## config.mk

```make
export PLATFORM = sky130hd
export DESIGN_NAME = global_average_pool_flat
export DESIGN_NICKNAME = d
export VERILOG_FILES = /design/src/sv/gap_pkg.sv /design/src/sv/gap_req_if.sv /design/src/sv/gap_rsp_if.sv /design/src/sv/gap_acc.sv /design/src/sv/gap_div.sv /design/src/sv/global_average_pool.sv /design/src/flat_wrapper.sv
export SDC_FILE = /design/constraint.sdc
export NUM_CORES = 1
export LEC_CHECK = 0
export BUFFER_PORTS_ARGS = -buffer_cell sky130_fd_sc_hd__buf_4
export CORE_MARGIN = 5
export CORE_UTILIZATION = 60
export DETAILED_ROUTE_END_ITERATION = 6
export PLACE_DENSITY = 0.85
export SLEW_MARGIN = 25
export SYNTH_ARGS = -nofsm -noshare
export SYNTH_HDL_FRONTEND = slang
export SYNTH_SLANG_ARGS = --single-unit
```

## constraint.sdc

```tcl
create_clock -name clock -period 6.2 [get_ports clock]
set_clock_uncertainty 0.15 [all_clocks]
set_input_delay 0.31 -clock clock [delete_from_list [all_inputs] [get_ports clock]]
set_output_delay 0.31 -clock clock [all_outputs]
set_load 0.03 [all_outputs]
```

## src/sv/gap_pkg.sv

```systemverilog
`timescale 1ns / 1ps
// Shared types and constants for the global average pooling block.
// No dependencies; every other file but the two interfaces depends on this package.
package gap_pkg;

   // Width of the slice length register, fixed by the register map.
   localparam int CSR_BITS = 17;

   typedef enum logic [1:0] {
      DIV_IDLE,
      DIV_ABS,
      DIV_RUN,
      DIV_HOLD
   } div_state_type;

   // Requests into the divider.
   typedef struct packed {
      logic start;
      logic out_free;
   } div_ctl_type;

   // Status out of the divider.
   typedef struct packed {
      logic idle;
      logic done;
   } div_stat_type;

endpackage

```

## src/sv/gap_req_if.sv

```systemverilog
`timescale 1ns / 1ps
// Sample channel of the pooling block: valid/ready handshake plus one sample.
// Stands alone; no package needed.
interface gap_req_if #(
   parameter int SAMPLE_BITS = 16
);
   logic                          valid;
   logic                          ready;
   logic signed [SAMPLE_BITS-1:0] sample;

   modport source (output valid, output sample, input ready);
   modport sink   (input valid, input sample, output ready);
endinterface

```

## src/sv/gap_rsp_if.sv

```systemverilog
`timescale 1ns / 1ps
// Result channel of the pooling block: valid/ready handshake plus one average.
// Stands alone; no package needed.
interface gap_rsp_if #(
   parameter int SAMPLE_BITS = 16
);
   logic                          valid;
   logic                          ready;
   logic signed [SAMPLE_BITS-1:0] average;

   modport source (output valid, output average, input ready);
   modport sink   (input valid, input average, output ready);
endinterface

```

## src/sv/gap_acc.sv

```systemverilog
`timescale 1ns / 1ps
// Running sum and slice position counter; flags the last sample of a slice.
// Depends on gap_pkg.
module gap_acc #(
   parameter int SAMPLE_BITS = 16,
   parameter int MAX_LEN     = 65536,
   parameter int LEN_W       = 17,
   parameter int SUM_W       = 33
) (
   input  logic                          clock,
   input  logic                          reset,
   input  logic                          accept,
   input  logic signed [SAMPLE_BITS-1:0] sample,
   input  logic [gap_pkg::CSR_BITS-1:0]  count_reg,
   output logic                          slice_end,
   output logic signed [SUM_W-1:0]       sum_total,
   output logic [LEN_W-1:0]              len
);
   import gap_pkg::*;

   localparam int CW = (CSR_BITS > LEN_W) ? CSR_BITS : LEN_W;

   logic signed [SUM_W-1:0] sum_ff, sum_in;
   logic [LEN_W-1:0]        pos_ff, pos_in;
   logic [LEN_W-1:0]        pos_next;
   logic [CW-1:0]           count_ext;

   // Zero length counts as one, anything beyond the maximum saturates.
   always_comb begin
      count_ext = CW'(count_reg);
      if (count_ext == '0) begin
         len = LEN_W'(1);
      end else if (count_ext > CW'(MAX_LEN)) begin
         len = LEN_W'(MAX_LEN);
      end else begin
         len = LEN_W'(count_ext);
      end
   end

   assign pos_next  = pos_ff + LEN_W'(1);
   assign sum_total = sum_ff + SUM_W'(sample);
   assign slice_end = accept && (pos_next >= len);

   always_comb begin
      sum_in = sum_ff;
      pos_in = pos_ff;
      if (accept) begin
         if (slice_end) begin
            sum_in = '0;
            pos_in = '0;
         end else begin
            sum_in = sum_total;
            pos_in = pos_next;
         end
      end
   end

   always_ff @(posedge clock) begin
      if (reset) begin
         sum_ff <= '0;
         pos_ff <= '0;
      end else begin
         sum_ff <= sum_in;
         pos_ff <= pos_in;
      end
   end

endmodule

```

## src/sv/gap_div.sv

```systemverilog
`timescale 1ns / 1ps
// Iterative signed divider: one quotient bit per cycle, restoring scheme,
// truncates toward zero. Depends on gap_pkg.
module gap_div #(
   parameter int SUM_W = 33,
   parameter int LEN_W = 17,
   parameter int OUT_W = 16
) (
   input  logic                    clock,
   input  logic                    reset,
   input  gap_pkg::div_ctl_type    ctl,
   input  logic signed [SUM_W-1:0] sum,
   input  logic [LEN_W-1:0]        len,
   output gap_pkg::div_stat_type   stat,
   output logic signed [OUT_W-1:0] average
);
   import gap_pkg::*;

   localparam int CNT_W = $clog2(SUM_W);

   div_state_type    state_ff, state_in;
   logic [SUM_W-1:0] quo_ff, quo_in;
   logic [LEN_W-1:0] rem_ff, rem_in;
   logic [LEN_W-1:0] div_ff, div_in;
   logic             neg_ff, neg_in;
   logic [CNT_W-1:0] cnt_ff, cnt_in;
   logic [LEN_W:0]   shifted;
   logic [LEN_W:0]   diff;
   logic             fits;
   logic [SUM_W-1:0] mag;

   always_comb begin
      state_in = state_ff;
      case (state_ff)
         DIV_IDLE: begin
            if (ctl.start) begin
               state_in = DIV_ABS;
            end
         end
         DIV_ABS:  state_in = DIV_RUN;
         DIV_RUN: begin
            if (cnt_ff == '0) begin
               state_in = DIV_HOLD;
            end
         end
         DIV_HOLD: begin
            if (ctl.out_free) begin
               state_in = DIV_IDLE;
            end
         end
         default:  state_in = DIV_IDLE;
      endcase
   end

   always_comb begin
      stat.idle = (state_ff == DIV_IDLE);
      stat.done = (state_ff == DIV_HOLD) && ctl.out_free;
   end

   assign shifted = {rem_ff, quo_ff[SUM_W-1]};
   assign fits    = shifted >= {1'b0, div_ff};
   assign diff    = shifted - {1'b0, div_ff};

   always_comb begin
      quo_in = quo_ff;
      rem_in = rem_ff;
      div_in = div_ff;
      neg_in = neg_ff;
      cnt_in = cnt_ff;
      case (state_ff)
         DIV_IDLE: begin
            if (ctl.start) begin
               quo_in = sum;
               neg_in = sum[SUM_W-1];
               div_in = len;
               rem_in = '0;
               cnt_in = CNT_W'(SUM_W - 1);
            end
         end
         DIV_ABS: begin
            // work on the magnitude, restore the sign at the end
            if (neg_ff) begin
               quo_in = -quo_ff;
            end
         end
         DIV_RUN: begin
            rem_in = fits ? diff[LEN_W-1:0] : shifted[LEN_W-1:0];
            quo_in = {quo_ff[SUM_W-2:0], fits};
            cnt_in = cnt_ff - CNT_W'(1);
         end
         default: begin
            quo_in = quo_ff;
         end
      endcase
   end

   assign mag     = neg_ff ? -quo_ff : quo_ff;
   assign average = OUT_W'(mag[OUT_W-1:0]);

   always_ff @(posedge clock) begin
      if (reset) begin
         state_ff <= DIV_IDLE;
      end else begin
         state_ff <= state_in;
      end
   end

   always_ff @(posedge clock) begin
      quo_ff <= quo_in;
      rem_ff <= rem_in;
      div_ff <= div_in;
      neg_ff <= neg_in;
      cnt_ff <= cnt_in;
   end

   a_start_when_idle : assert property (@(posedge clock) disable iff (reset)
      ctl.start |-> state_ff == DIV_IDLE)
      else $error("divider started while busy");

   a_start_to_abs : assert property (@(posedge clock) disable iff (reset)
      (ctl.start && state_ff == DIV_IDLE) |=> state_ff == DIV_ABS)
      else $error("divider did not take the start");

   a_rem_below_div : assert property (@(posedge clock) disable iff (reset)
      state_ff == DIV_RUN |-> rem_ff < div_ff)
      else $error("partial remainder not below divisor");

   a_div_nonzero : assert property (@(posedge clock) disable iff (reset)
      state_ff == DIV_RUN |-> div_ff != '0)
      else $error("divider running with a zero divisor");

endmodule

```

## src/sv/global_average_pool.sv

```systemverilog
`timescale 1ns / 1ps
// Global average pooling over a stream of signed samples.
//
// req_chan carries one sample per transfer; slices of spatial_count samples
// follow one another. rsp_chan carries one average per slice: the slice sum
// divided by the slice length, truncated toward zero. csr_wr_en/csr_wr_data
// write spatial_count (0 acts as 1, values above MAX_SLICE_LENGTH saturate);
// write it only while the block is idle.
//
// Samples inside a slice are taken one per cycle. The last sample of a slice
// starts the divider: a set-up step takes the magnitude of the sum, then it
// produces one quotient bit per cycle (SAMPLE_BITS + clog2(MAX_SLICE_LENGTH+1)
// bits in all), then a hand-over step waits until the result register is free.
// req_chan.ready is low until the divider is idle again.
// The average appears on rsp_chan the cycle after the divider finishes.
// While rsp_chan is stalled the result register holds its value, samples of
// the next slice are still taken, and a further finished division waits in
// the divider. Reset clears the sum, the position, the divider state and the
// output valid flag, and sets spatial_count to 1.
// Depends on gap_pkg, gap_req_if, gap_rsp_if, gap_acc and gap_div.
module global_average_pool #(
   parameter int MAX_SLICE_LENGTH = 65536,
   parameter int SAMPLE_BITS      = 16
) (
   input  logic                         clock,
   input  logic                         reset,
   gap_req_if.sink                      req_chan,
   gap_rsp_if.source                    rsp_chan,
   input  logic                         csr_wr_en,
   input  logic [gap_pkg::CSR_BITS-1:0] csr_wr_data
);
   import gap_pkg::*;

   localparam int LEN_W = $clog2(MAX_SLICE_LENGTH + 1);
   localparam int SUM_W = SAMPLE_BITS + LEN_W;

   logic [CSR_BITS-1:0]           count_ff, count_in;
   logic                          rsp_valid_ff, rsp_valid_in;
   logic signed [SAMPLE_BITS-1:0] avg_ff, avg_in;
   logic                          accept;
   logic                          slice_end;
   logic signed [SUM_W-1:0]       sum_total;
   logic [LEN_W-1:0]              len;
   logic signed [SAMPLE_BITS-1:0] div_average;
   div_ctl_type                   div_ctl;
   div_stat_type                  div_stat;

   assign req_chan.ready = div_stat.idle;
   assign accept         = req_chan.valid && req_chan.ready;

   gap_acc #(
      .SAMPLE_BITS (SAMPLE_BITS),
      .MAX_LEN     (MAX_SLICE_LENGTH),
      .LEN_W       (LEN_W),
      .SUM_W       (SUM_W)
   ) u_acc (
      .clock     (clock),
      .reset     (reset),
      .accept    (accept),
      .sample    (req_chan.sample),
      .count_reg (count_ff),
      .slice_end (slice_end),
      .sum_total (sum_total),
      .len       (len)
   );

   always_comb begin
      div_ctl.start    = slice_end;
      div_ctl.out_free = !rsp_valid_ff || rsp_chan.ready;
   end

   gap_div #(
      .SUM_W (SUM_W),
      .LEN_W (LEN_W),
      .OUT_W (SAMPLE_BITS)
   ) u_div (
      .clock   (clock),
      .reset   (reset),
      .ctl     (div_ctl),
      .sum     (sum_total),
      .len     (len),
      .stat    (div_stat),
      .average (div_average)
   );

   // Load on a finished division, drop once the transfer completes.
   always_comb begin
      count_in     = csr_wr_en ? csr_wr_data : count_ff;
      avg_in       = div_stat.done ? div_average : avg_ff;
      rsp_valid_in = rsp_valid_ff;
      if (div_stat.done) begin
         rsp_valid_in = 1'b1;
      end else if (rsp_chan.ready) begin
         rsp_valid_in = 1'b0;
      end
   end

   assign rsp_chan.valid   = rsp_valid_ff;
   assign rsp_chan.average = avg_ff;

   always_ff @(posedge clock) begin
      if (reset) begin
         count_ff     <= CSR_BITS'(1);
         rsp_valid_ff <= 1'b0;
      end else begin
         count_ff     <= count_in;
         rsp_valid_ff <= rsp_valid_in;
      end
   end

   always_ff @(posedge clock) begin
      avg_ff <= avg_in;
   end

endmodule

```

## src/flat_wrapper.sv

```systemverilog
// flat-port wrapper written by rule: the top's interface ports become plain ports
module global_average_pool_flat import gap_pkg::*;
#(
   parameter int MAX_SLICE_LENGTH = 65536,
   parameter int SAMPLE_BITS      = 16
)
  (clock, reset, csr_wr_en, csr_wr_data, req_chan_valid, req_chan_sample, req_chan_ready, rsp_chan_valid, rsp_chan_average, rsp_chan_ready);
  gap_req_if #(.SAMPLE_BITS(SAMPLE_BITS)) req_chan_i ();
  gap_rsp_if #(.SAMPLE_BITS(SAMPLE_BITS)) rsp_chan_i ();
  input  logic clock;
  input  logic reset;
  input  logic csr_wr_en;
  input  logic [gap_pkg::CSR_BITS-1:0] csr_wr_data;
  input wire logic [$bits(req_chan_i.valid)-1:0] req_chan_valid;
  input wire logic [$bits(req_chan_i.sample)-1:0] req_chan_sample;
  output wire logic [$bits(req_chan_i.ready)-1:0] req_chan_ready;
  output wire logic [$bits(rsp_chan_i.valid)-1:0] rsp_chan_valid;
  output wire logic [$bits(rsp_chan_i.average)-1:0] rsp_chan_average;
  input wire logic [$bits(rsp_chan_i.ready)-1:0] rsp_chan_ready;
  assign req_chan_i.valid = req_chan_valid;
  assign req_chan_i.sample = req_chan_sample;
  assign req_chan_ready = req_chan_i.ready;
  assign rsp_chan_valid = rsp_chan_i.valid;
  assign rsp_chan_average = rsp_chan_i.average;
  assign rsp_chan_i.ready = rsp_chan_ready;
  global_average_pool #(.MAX_SLICE_LENGTH(MAX_SLICE_LENGTH), .SAMPLE_BITS(SAMPLE_BITS)) u_core (.clock(clock), .reset(reset), .req_chan(req_chan_i), .rsp_chan(rsp_chan_i), .csr_wr_en(csr_wr_en), .csr_wr_data(csr_wr_data));
endmodule
```

Word-level counts from Yosys, hierarchy flattened
Cells that the tools add are included.
- word-level logic and storage cells: 61
- flip-flop bits (word level): 160
- input bits: 38
- magnitude comparators: 3
- muxes and demuxes: 18
- add/sub/neg operators: 5
- equality and inequality tests: 7
- reductions and logical operators: 16
- operators with widths (kind ; count):
    $mux 33 ; 3
    $pmux 33 s3 ; 1
    $mux 17 ; 5
    $pmux 17 s2 ; 1
    $add 33x16->33 ; 1
    $neg 33->33 ; 1
    $ge 18x17->1 ; 1
    $add 17x1->17 const B ; 1
    $ge 17x17->1 ; 1
    $gt 17x17->1 const B ; 1
    $logic_not 17->1 ; 1
    $sub 17x17->17 ; 1
    $pmux 6 s2 ; 1
    $ne 2x2->1 const B ; 4
    $pmux 2 s4 ; 1
    $logic_not 6->1 ; 1
    $mux 2 ; 3
    $mux 6 ; 1
    $reduce_and 2->1 ; 3
    $reduce_and 3->1 ; 2
    $sub 6x1->6 const B ; 1
    $eq 2x2->1 const B ; 2
    $reduce_bool 2->1 ; 2
    $logic_and 1x1->1 ; 3
    6 further kinds ; 7

Depth between registers and ports, before layout
Gate-level depths: netlist of the first run.
- depth in word-level cells: 7
- gate-level depth with buffers: 17

Hierarchy
Synthesis of the first run repeated with hierarchy kept, for this count alone.
- cell total of the unflattened synthesis: 1203
- area total of the unflattened synthesis: 10724.0 µm²
- modules (own cells, without submodules) (module ; sequential area each (µm²) ; area an instance (µm²) ; instances ; cells an instance):
    gap_div ; 2262.2 ; 4979.8 ; 1 ; 508
    gap_acc ; 1001.0 ; 4605.7 ; 1 ; 619
    global_average_pool ; 840.8 ; 1138.6 ; 1 ; 76

Least setup slack after synthesis of the first run
No wires, ideal clock.
- kind: register to register
- from: register u_core.u_acc.pos_ff[0]
- to: register u_core.u_div.quo_ff[16] (enable)
- setup time: 412 ps
- period minus slack after synthesis: 4939 ps
- required time: 5638 ps
- setup slack: 1261 ps
- data arrival time: 4376 ps
- cell stages (with the launch flop): 15
- path through: dfxtp_1 > ha_1 > and3_1 > and3_1 > clkbuf_1 > nand2_1 > nor2_1 > nand4_1 > xnor2_1 > ha_1 > nand4_1 > a2111oi_1 > a21o_1 > a21boi_0 > nor3_1
- word-level cells in the longest chain between the ends: 5
- RTL lines (element ; line ; RTL):
    from (decl) ; gap_acc.sv:24 ; logic [LEN_W-1:0] pos_ff, pos_in;
    from (signal assigned) ; gap_acc.sv:64 ; pos_ff <= pos_in;
    $add 17x1->17 ; gap_acc.sv:40 ; assign pos_next = pos_ff + LEN_W'(1);
    $ge 17x17->1 ; gap_acc.sv:42 ; assign slice_end = accept && (pos_next >= len);
    $logic_and 1x1->1 ; gap_acc.sv:42 ;
    $ne 2x2->1 (no source line) ; -- ;
    $reduce_and 3->1 (no source line) ; -- ;
    to (signal assigned) ; gap_div.sv:109 ; quo_ff <= quo_in;
    to (decl) ; gap_div.sv:22 ; logic [SUM_W-1:0] quo_ff, quo_in;
Every way passes these cells.
A chain may end at the register's enable or synchronous reset.

Worst setup path in the final report of the first run
- from: register u_core.u_acc.pos_ff[0]
- to: register u_core.u_div.quo_ff[22] (enable)
The elaborated chain is that of the path after synthesis.

==> summary.txt, run 1 <==
Status
  – Outcome: finished with violations
  – Violations in the final reports: design-rule violations

Timing
  – Worst-case headroom to the max-slew limit: ~47%
  – Measured slew at the worst slew-check pin: slightly below 800 ps
  – Post-layout min period: 4990 ps
  – Final sum of negative setup slack: 0 ps
  – Maximum clock frequency: around 200 MHz
  – Final Max Tran Viols: 0
  – Unrepaired setup endpoints after global routing: no
  – Count of final setup violators: 0
  – Final worst path period share: 80.4%
  – Final-report hold violation count: 0
  – Worst-case setup margin in the final layout: 1210 ps

Floorplan
  – Horiz. Die Dim: roughly 140 um
  – Die span in y: between 100 and 150 um
  – Placement row count: 48
  – Die area: slightly above 20000 sq um
  – Total I/O pin count: between 50 and 60
  – Starting utilization of the core area: around three fifths
  – Core area: 17200 sq um

GRT
  – Global-route wire length before repair: ~43000 um
  – Total routing resource utilization after global routing: between 20% and 30%
  – GRT overflow: 0
  – Via count of the first global-routing pass: between 8k and 9k
  – Number of antenna violations at the first check in global routing: 0
  – Maximum number of pins on one net before global-route repair: approximately 60

Worst setup path
  – Chain of cells forming the critical path: ha_1 -> and3_1 -> and3_1 -> nand2_1 -> nor2_1 -> nand3_1 -> xnor2_1 -> ha_1 -> nand4_1 -> a2111oi_1 -> a21o_1 -> a21boi_0 -> nor3_2 -> buf_4
  – Maximum fanout along the worst path: 17
  – Worst setup slack for register-to-register paths: around 1200 ps
  – Required time reported for the critical path endpoint: between 6000 and 7000 ps
  – Critical path startpoint category: register
  – Cell at the slowest stage of the critical path: a2111oi_1
  – Critical path endpoint category: register
  – Arrival time at the worst endpoint: 4950 ps
  – Crit-path leading delay family: compound AO/OA/AOI/OAI gates
  – Count of buffer and inverter cells on the critical path: 1
  – Delay of the slowest cell on the worst path: roughly 670 ps
  – Worst setup path class: reg2reg

Placement
  – Weighted congestion reported at the end of routability-driven placement: around 0.89
  – Placed wire-length estimate: between 15000 and 20000 um
  – Number of I/O port buffers: 55
  – Worst setup slack before clock tree synthesis: roughly 1500 ps

Clock tree
  – Number of clock buffers inserted by TritonCTS: 17
  – CTS Root Buffer Type: clkbuf_16
  – Sinks on Clock Net: between 150 and 200
  – TritonCTS clock tree: built
  – Clk pin slew, worst setup/hold paths: approximately 70 ps
  – Worst skew pair latency: about 430 ps
  – Number of buffers between clock root and the deepest sink: 2
  – Clock H-tree levels: 4

Synth
  – Yosys reg bits: between 150 and 200
  – Post-synth ARST share: 0%
  – Sequential-to-total area share from yosys stat: between 30% and 40%
  – Distinct cell type count of the synthesized netlist: 70
  – YS warnings: 0
  – Post-synthesis cell count: about 1.2k
  – Number of flops mapped to enable cells by yosys: 90
  – Mapped Nets: about 1.3k
  – Avg Synthesized Cell Area: slightly below 9 sq um
  – Prevailing post-synth register cell: edfxtp_1
  – Area of the mapped netlist: approximately 11000 sq um

Routing
  – 1st-iter DRT viols: 1045
  – DRC violations left: 10
  – Detailed-route wire length per cell: between 15 and 20 um
  – First-pass DRT Iterations: 7
  – Number of routed nets with antenna violations: 0
  – Total Wirelength: approximately 26000 um
  – Via total after detailed routing: between 9k and 10k
  – Number of vias per cell after detailed routing: ~6.3

Flow run
  – Count of max-cap constraint violations: 0

Hold path
  – Worst min-delay path category: in2reg

Final layout
  – Most frequent cells in the layout: 134 x nor2_1, 122 x nand2_1, 94 x a21oi_1, 90 x edfxtp_1, 75 x o21ai_0
  – Synthesis-to-layout area growth: 12.8%
  – Final design utilization: between 60 and 70%
  – Fraction of final layout cells with drive strength greater than 1: under 10%
  – Fillers: between 1k and 1.5k
  – Number of antenna cells inserted: 0
  – Most common cell after layout, fill and taps aside: nor2_1
  – Final nets: ~1.3k

Pwr
  – Peak VDD IR: 0.000268 V
  – Power consumption: between 4 and 5 mW
  – PD cells: around 380 nW/um^2
  – Reported leakage power: approximately 5 nW
==> worst min-delay path, delay by kind of cell <==
family | cells | cell delay, ps
buffers and inverters | 1 | 80
multiplexers | 1 | 70
AND/OR/NAND/NOR | 1 | 90
==> layout make-up <==
type	count	area [sq um]	share of cell area [%]
clock buffer	21	472	3.98
clock inverter	11	126	1.07
multi-input combinational	908	5970	50.3
timing repair buffer	83	661	5.57
inverter	64	240	2.03
sequential	160	4100	34.6
tap	225	282	2.38
==> Yosys cell counts (all sizes together), types with 3 or more instances <==
master,instances,share of area (%)
nor2,135,4.8
nand2,122,4.4
a21oi,94,4.5
edfxtp,90,26
o21ai,77,3.7
ha,74,8.8
dfxtp,70,13
inv,63,2.3
clkbuf,47,1.8
xnor2,40,3.3
xor2,38,3.2
mux2i,34,3.2
nand3,33,1.6
a21o,25,1.8
a221oi,19,1.6
nand4,17,1.0
nor3,15,0.71
a22oi,14,1.0
and3,13,0.77
a31oi,12,0.71
nor4,12,0.83
nand3b,10,0.71
nor2b,10,0.60
and2,9,0.54
a22o,8,0.67
nand2b,8,0.48
o21bai,8,0.57
a211oi,7,0.50
o211ai,7,0.55
o31ai,7,0.50
or4,6,0.54
buf,5,0.20
o41ai,5,0.67
a2111oi,4,0.52
a211o,4,0.33
o21a,4,0.29
and4,3,0.25
o31a,3,0.25
==> flip-flops by register name, indices dropped and copies added (netlist names), 2 cells and up <==
register                 count
u_core.count_ff             17
u_core.rsp_chan.average     16
u_core.u_acc.pos_ff         17
u_core.u_acc.sum_ff         33
u_core.u_div.cnt_ff          6
u_core.u_div.div_ff         17
u_core.u_div.quo_ff         33
u_core.u_div.rem_ff         17
u_core.u_div.state_ff        2
==> stage by stage <==
stage	hold slack (ps)	area (sq um)	std cells
after global placement	291	11100	1425
after global routing	16.1	11900	1472
after detailed placement	301	11100	1425
final	1.27	11900	1472
after CTS	5.85	11800	1472
after floorplan	279	10500	1184
==> path summary, 6_finish.rpt <==
| kind | from | endpoint | cells after the start |
|---|---|---|---|
| worst max-delay path | u_core.u_acc.pos_ff[0]$_SDFFE_PP0P_ | u_core.u_div.quo_ff[22]$_DFFE_PP_ | 14 |
| worst min-delay path | csr_wr_data[16] | u_core.count_ff[16]$_SDFFE_PP0P_ | 3 |
| worst max register to register | u_core.u_acc.pos_ff[0]$_SDFFE_PP0P_ | u_core.u_div.quo_ff[22]$_DFFE_PP_ | 14 |
| worst min register to register | u_core.u_acc.sum_ff[25]$_SDFFE_PP0P_ | u_core.u_acc.sum_ff[25]$_SDFFE_PP0P_ | 2 |
==> report_power, final <==
part | switching [mW] | internal (mW)
sequential | 0.231 | 1.46
combinational | 1.09 | 0.678
clock | 0.442 | 0.631
total | 1.76 | 2.77
==> routing by layer <==
metal  track usage [%]  part of all wire (%)
met1              37.5                    44
met2              39.7                    44
met3              5.31                   9.0
met4              8.60                   2.5
met5                 0                     0
==> cell families after synthesis <==
| kind of cell | after synthesis | share of synthesized area (%) |
|---|---|---|
| buffers and inverters | 116 | 4.29 |
| and+or+nand+nor | 401 | 17.8 |
| adders and majority gates | 76 | 9.19 |
| DFF | 160 | 39.1 |
| muxes | 36 | 3.45 |
| xor gates and xnor gates | 78 | 6.50 |
| AOI/OAI and AO/OA | 317 | 19.7 |
==> what timing repair did <==
item	4_1_cts	5_1_grt
setup buffers	0	0
hold buffers	15	0
gates resized for setup	0	0
hold endpoints to repair	15	0
(Power assumes the default switching activity.)
==> run 2: changes to the inputs <==
==> constraint.sdc (replaced) <==
create_clock -name clock -period 4.6 [get_ports clock]
set_clock_uncertainty 0.15 [all_clocks]
set_input_delay 0.23 -clock clock [delete_from_list [all_inputs] [get_ports clock]]
set_output_delay 0.23 -clock clock [all_outputs]
set_load 0.03 [all_outputs]
==> summary.txt, run 2 (synthesis gave the netlist of run 1 again) <==
Pwr
  – NetSw: 2.44 mW (+38%)
  – PD cells: 510 nW/um^2 (+33%)
  – Switching fraction of total power: 40.2% (+1.3 points)
  – Reported leakage power: 5.02 nW (+0.16%)
  – Combinational power share: 40.0% (+1.0 points)
  – Internal cell power: 3.62 mW (+31%)
  – Fraction of power consumed by sequential logic: 37.8% (+0.5 points)
  – Peak VDD IR: 0.000406 V (+52%)
  – Fraction of power consumed by the clock network: 22.1% (-1.6 points)

Timing
  – Final worst path period share: 94.0% (+14 points)
  – Worst-case headroom to the max-slew limit: 37.1% (-10 points)
  – Count of final setup violators: 0 (unchanged)
  – Post-layout min period: 4320 ps (-665 ps)
  – Maximum clock frequency: 231 MHz (+15%)
  – Final-report hold violation count: 0 (unchanged)
  – Unrepaired setup endpoints after global routing: no
  – Measured slew at the worst slew-check pin: 940 ps (+154 ps)
  – Final Max Tran Viols: 0 (unchanged)
  – Worst-case setup margin in the final layout: 278 ps (-935 ps)
  – Final sum of negative setup slack: 0 ps (unchanged)

GRT
  – Global-route wire length before repair: 45200 um (+5.5%)
  – Total routing resource utilization after global routing: 27.4% (+1.4 points)
  – Maximum number of pins on one net before global-route repair: 59 (unchanged)
  – GRT overflow: 0 (unchanged)
  – Via count of the first global-routing pass: 8974 (+4.2%)
  – Number of antenna violations at the first check in global routing: 0 (unchanged)

Clock tree
  – Sinks on Clock Net: 160 (unchanged)
  – Number of clock buffers inserted by TritonCTS: 17 (unchanged)
  – Clock H-tree levels: 4 (unchanged)
  – Clk pin slew, worst setup/hold paths: 70 ps (about the same)
  – Worst skew pair latency: 440 ps (about the same)
  – TritonCTS clock tree: built
  – CTS Root Buffer Type: clkbuf_16
  – Number of buffers between clock root and the deepest sink: 2 (unchanged)

Placement
  – Placed wire-length estimate: 19100 um (+2.9%)
  – Weighted congestion reported at the end of routability-driven placement: 0.895 (about the same)
  – Cell area after placement: 11100 sq um (+0.35%)
  – Worst setup slack before clock tree synthesis: 232 ps (-1250 ps)
  – Number of I/O port buffers: 55 (unchanged)

Worst setup path
  – Maximum fanout along the worst path: 16 (-1)
  – Critical register-to-register path startpoint: u_core.u_acc.pos_ff[0]$_SDFFE_PP0P_
  – Chain of cells forming the critical path: ha_1 -> and3_1 -> and3_1 -> nand2_1 -> nor2_1 -> nand4_1 -> xnor2_1 -> ha_1 -> nand4_1 -> a2111oi_1 -> a21o_1 -> buf_4 -> nor2_1 -> buf_4 -> and4_1 -> a311o_1
  – Delay of the slowest cell on the worst path: 670 ps (about the same)
  – Critical path startpoint category: register
  – Arrival time at the worst endpoint: 4500 ps (-450 ps)
  – Cell at the slowest stage of the critical path: a2111oi_1
  – Count of buffer and inverter cells on the critical path: 2 (+1)
  – Worst Setup SP: u_core.u_acc.pos_ff[0]$_SDFFE_PP0P_
  – Critical path endpoint category: register
  – Worst setup slack for register-to-register paths: 280 ps (-930 ps)
  – Required time reported for the critical path endpoint: 4780 ps (-1380 ps)
  – Worst setup path class: reg2reg
  – Crit-path leading delay family: simple AND/OR/NAND/NOR gates

Floorplan
  – Horiz. Die Dim: 142 um (unchanged)
  – Starting utilization of the core area: 61.0% (unchanged)
  – Die span in y: 142 um (unchanged)
  – Core area: 17200 sq um (unchanged)
  – Die area: 20300 sq um (unchanged)
  – Total I/O pin count: 56 (unchanged)
  – Placement row count: 48 (unchanged)

Routing
  – DRC violations left: 0 (-10)
  – Number of routed nets with antenna violations: 0 (unchanged)
  – First-pass DRT Iterations: 7 (unchanged)
  – 1st-iter DRT viols: 1003 (-4.0%)
  – Via total after detailed routing: 9358 (+0.87%)
  – Number of vias per cell after detailed routing: 6.33 (+0.40%)
  – Total Wirelength: 27300 um (+3.7%)
  – Detailed-route wire length per cell: 18.5 um (+3.2%)

Final layout
  – Final nets: 1355 (+0.52%)
  – Biggest regs: u_core.u_acc.sum_ff x33, u_core.u_div.quo_ff x33
  – Most frequent cells in the layout: 134 x nor2_1, 122 x nand2_1, 94 x a21oi_1, 90 x edfxtp_1, 75 x o21ai_0
  – Most common cell after layout, fill and taps aside: nor2_1
  – Number of antenna cells inserted: 0 (unchanged)
  – Synthesis-to-layout area growth: 13.2%
  – Fraction of final layout cells with drive strength greater than 1: 9.73% (+0.27 points)
  – Post-Layout Inst Area: 11900 sq um (+0.33%)

Flow run
  – Count of max-cap constraint violations: 0 (unchanged)

Hold path
  – Worst hold path startpoint: rsp_chan_ready
  – Worst min-delay path category: in2reg

Status
  – Outcome: finished clean
[run 2: power by group through the flow]
stage | sequential (mW) | clock [mW] | combinational, mW
3_3_place_gp | 2.28 | 0 | 2.22
2_1_floorplan | 2.21 | 0 | 1.75
4_1_cts | 2.27 | 1.33 | 2.35
6_report | 2.29 | 1.34 | 2.43
5_1_grt | 2.33 | 1.42 | 2.67
3_5_place_dp | 2.30 | 0 | 2.30
[run 2: timing repair]
action,CTS,global route
gates resized for setup,0,2
setup buffers,0,1
hold endpoints to repair,17,0
hold buffers,17,0
endpoints found under the setup margin,0,33
[run 2: per-stage QoR]
step	hold WS (ps)	cells	utilization, %	power [mW]
after floorplan	206	1184	-	3.96
after global placement	294	1429	64.6	4.50
after detailed placement	299	1429	64.6	4.60
after CTS	35.1	1478	68.8	5.95
after global routing	74.1	1479	69.0	6.42
final	27.5	1479	69.0	6.06
[run 2: worst reg2reg max path: stages (launching register included)]
cell       delay, ps
dfxtp_1          420
ha_1             250
and3_1           240
and3_1           200
nand2_1           70
nor2_1           210
nand4_1          140
xnor2_1          170
ha_1             350
nand4_1          180
a2111oi_1        670
a21o_1           230
buf_4            220
nor2_1            90
buf_4            170
and4_1           180
a311o_1          260
[run 2: routing by layer]
layer	wire, um	vias up	track usage (%)
met5	0	-	0
met1	11700	4391	37.9
li1	-	4425	-
met2	12500	473	43.0
met4	759	0	9.35
met3	2380	69	6.08
[run 2: worst paths after layout]
| check | end | cells after the start |
|---|---|---|
| max | u_core.u_acc.sum_ff[32]$_SDFFE_PP0P_ | 16 |
| min reg2reg | u_core.u_acc.sum_ff[0]$_SDFFE_PP0P_ | 2 |
| max reg2reg | u_core.u_acc.sum_ff[32]$_SDFFE_PP0P_ | 16 |
| min | u_core.u_div.state_ff[0]$_SDFFE_PP0P_ | 4 |
[run 2: cell type report]
class / count / area (sq um)
timing repair buffer: 90 / 731
multi-input combinational: 908 / 5980
sequential: 160 / 4100
tap: 225 / 282
inverter: 64 / 240
clock inverter: 14 / 105
clock buffer: 18 / 450
fill: 1229 / 5350
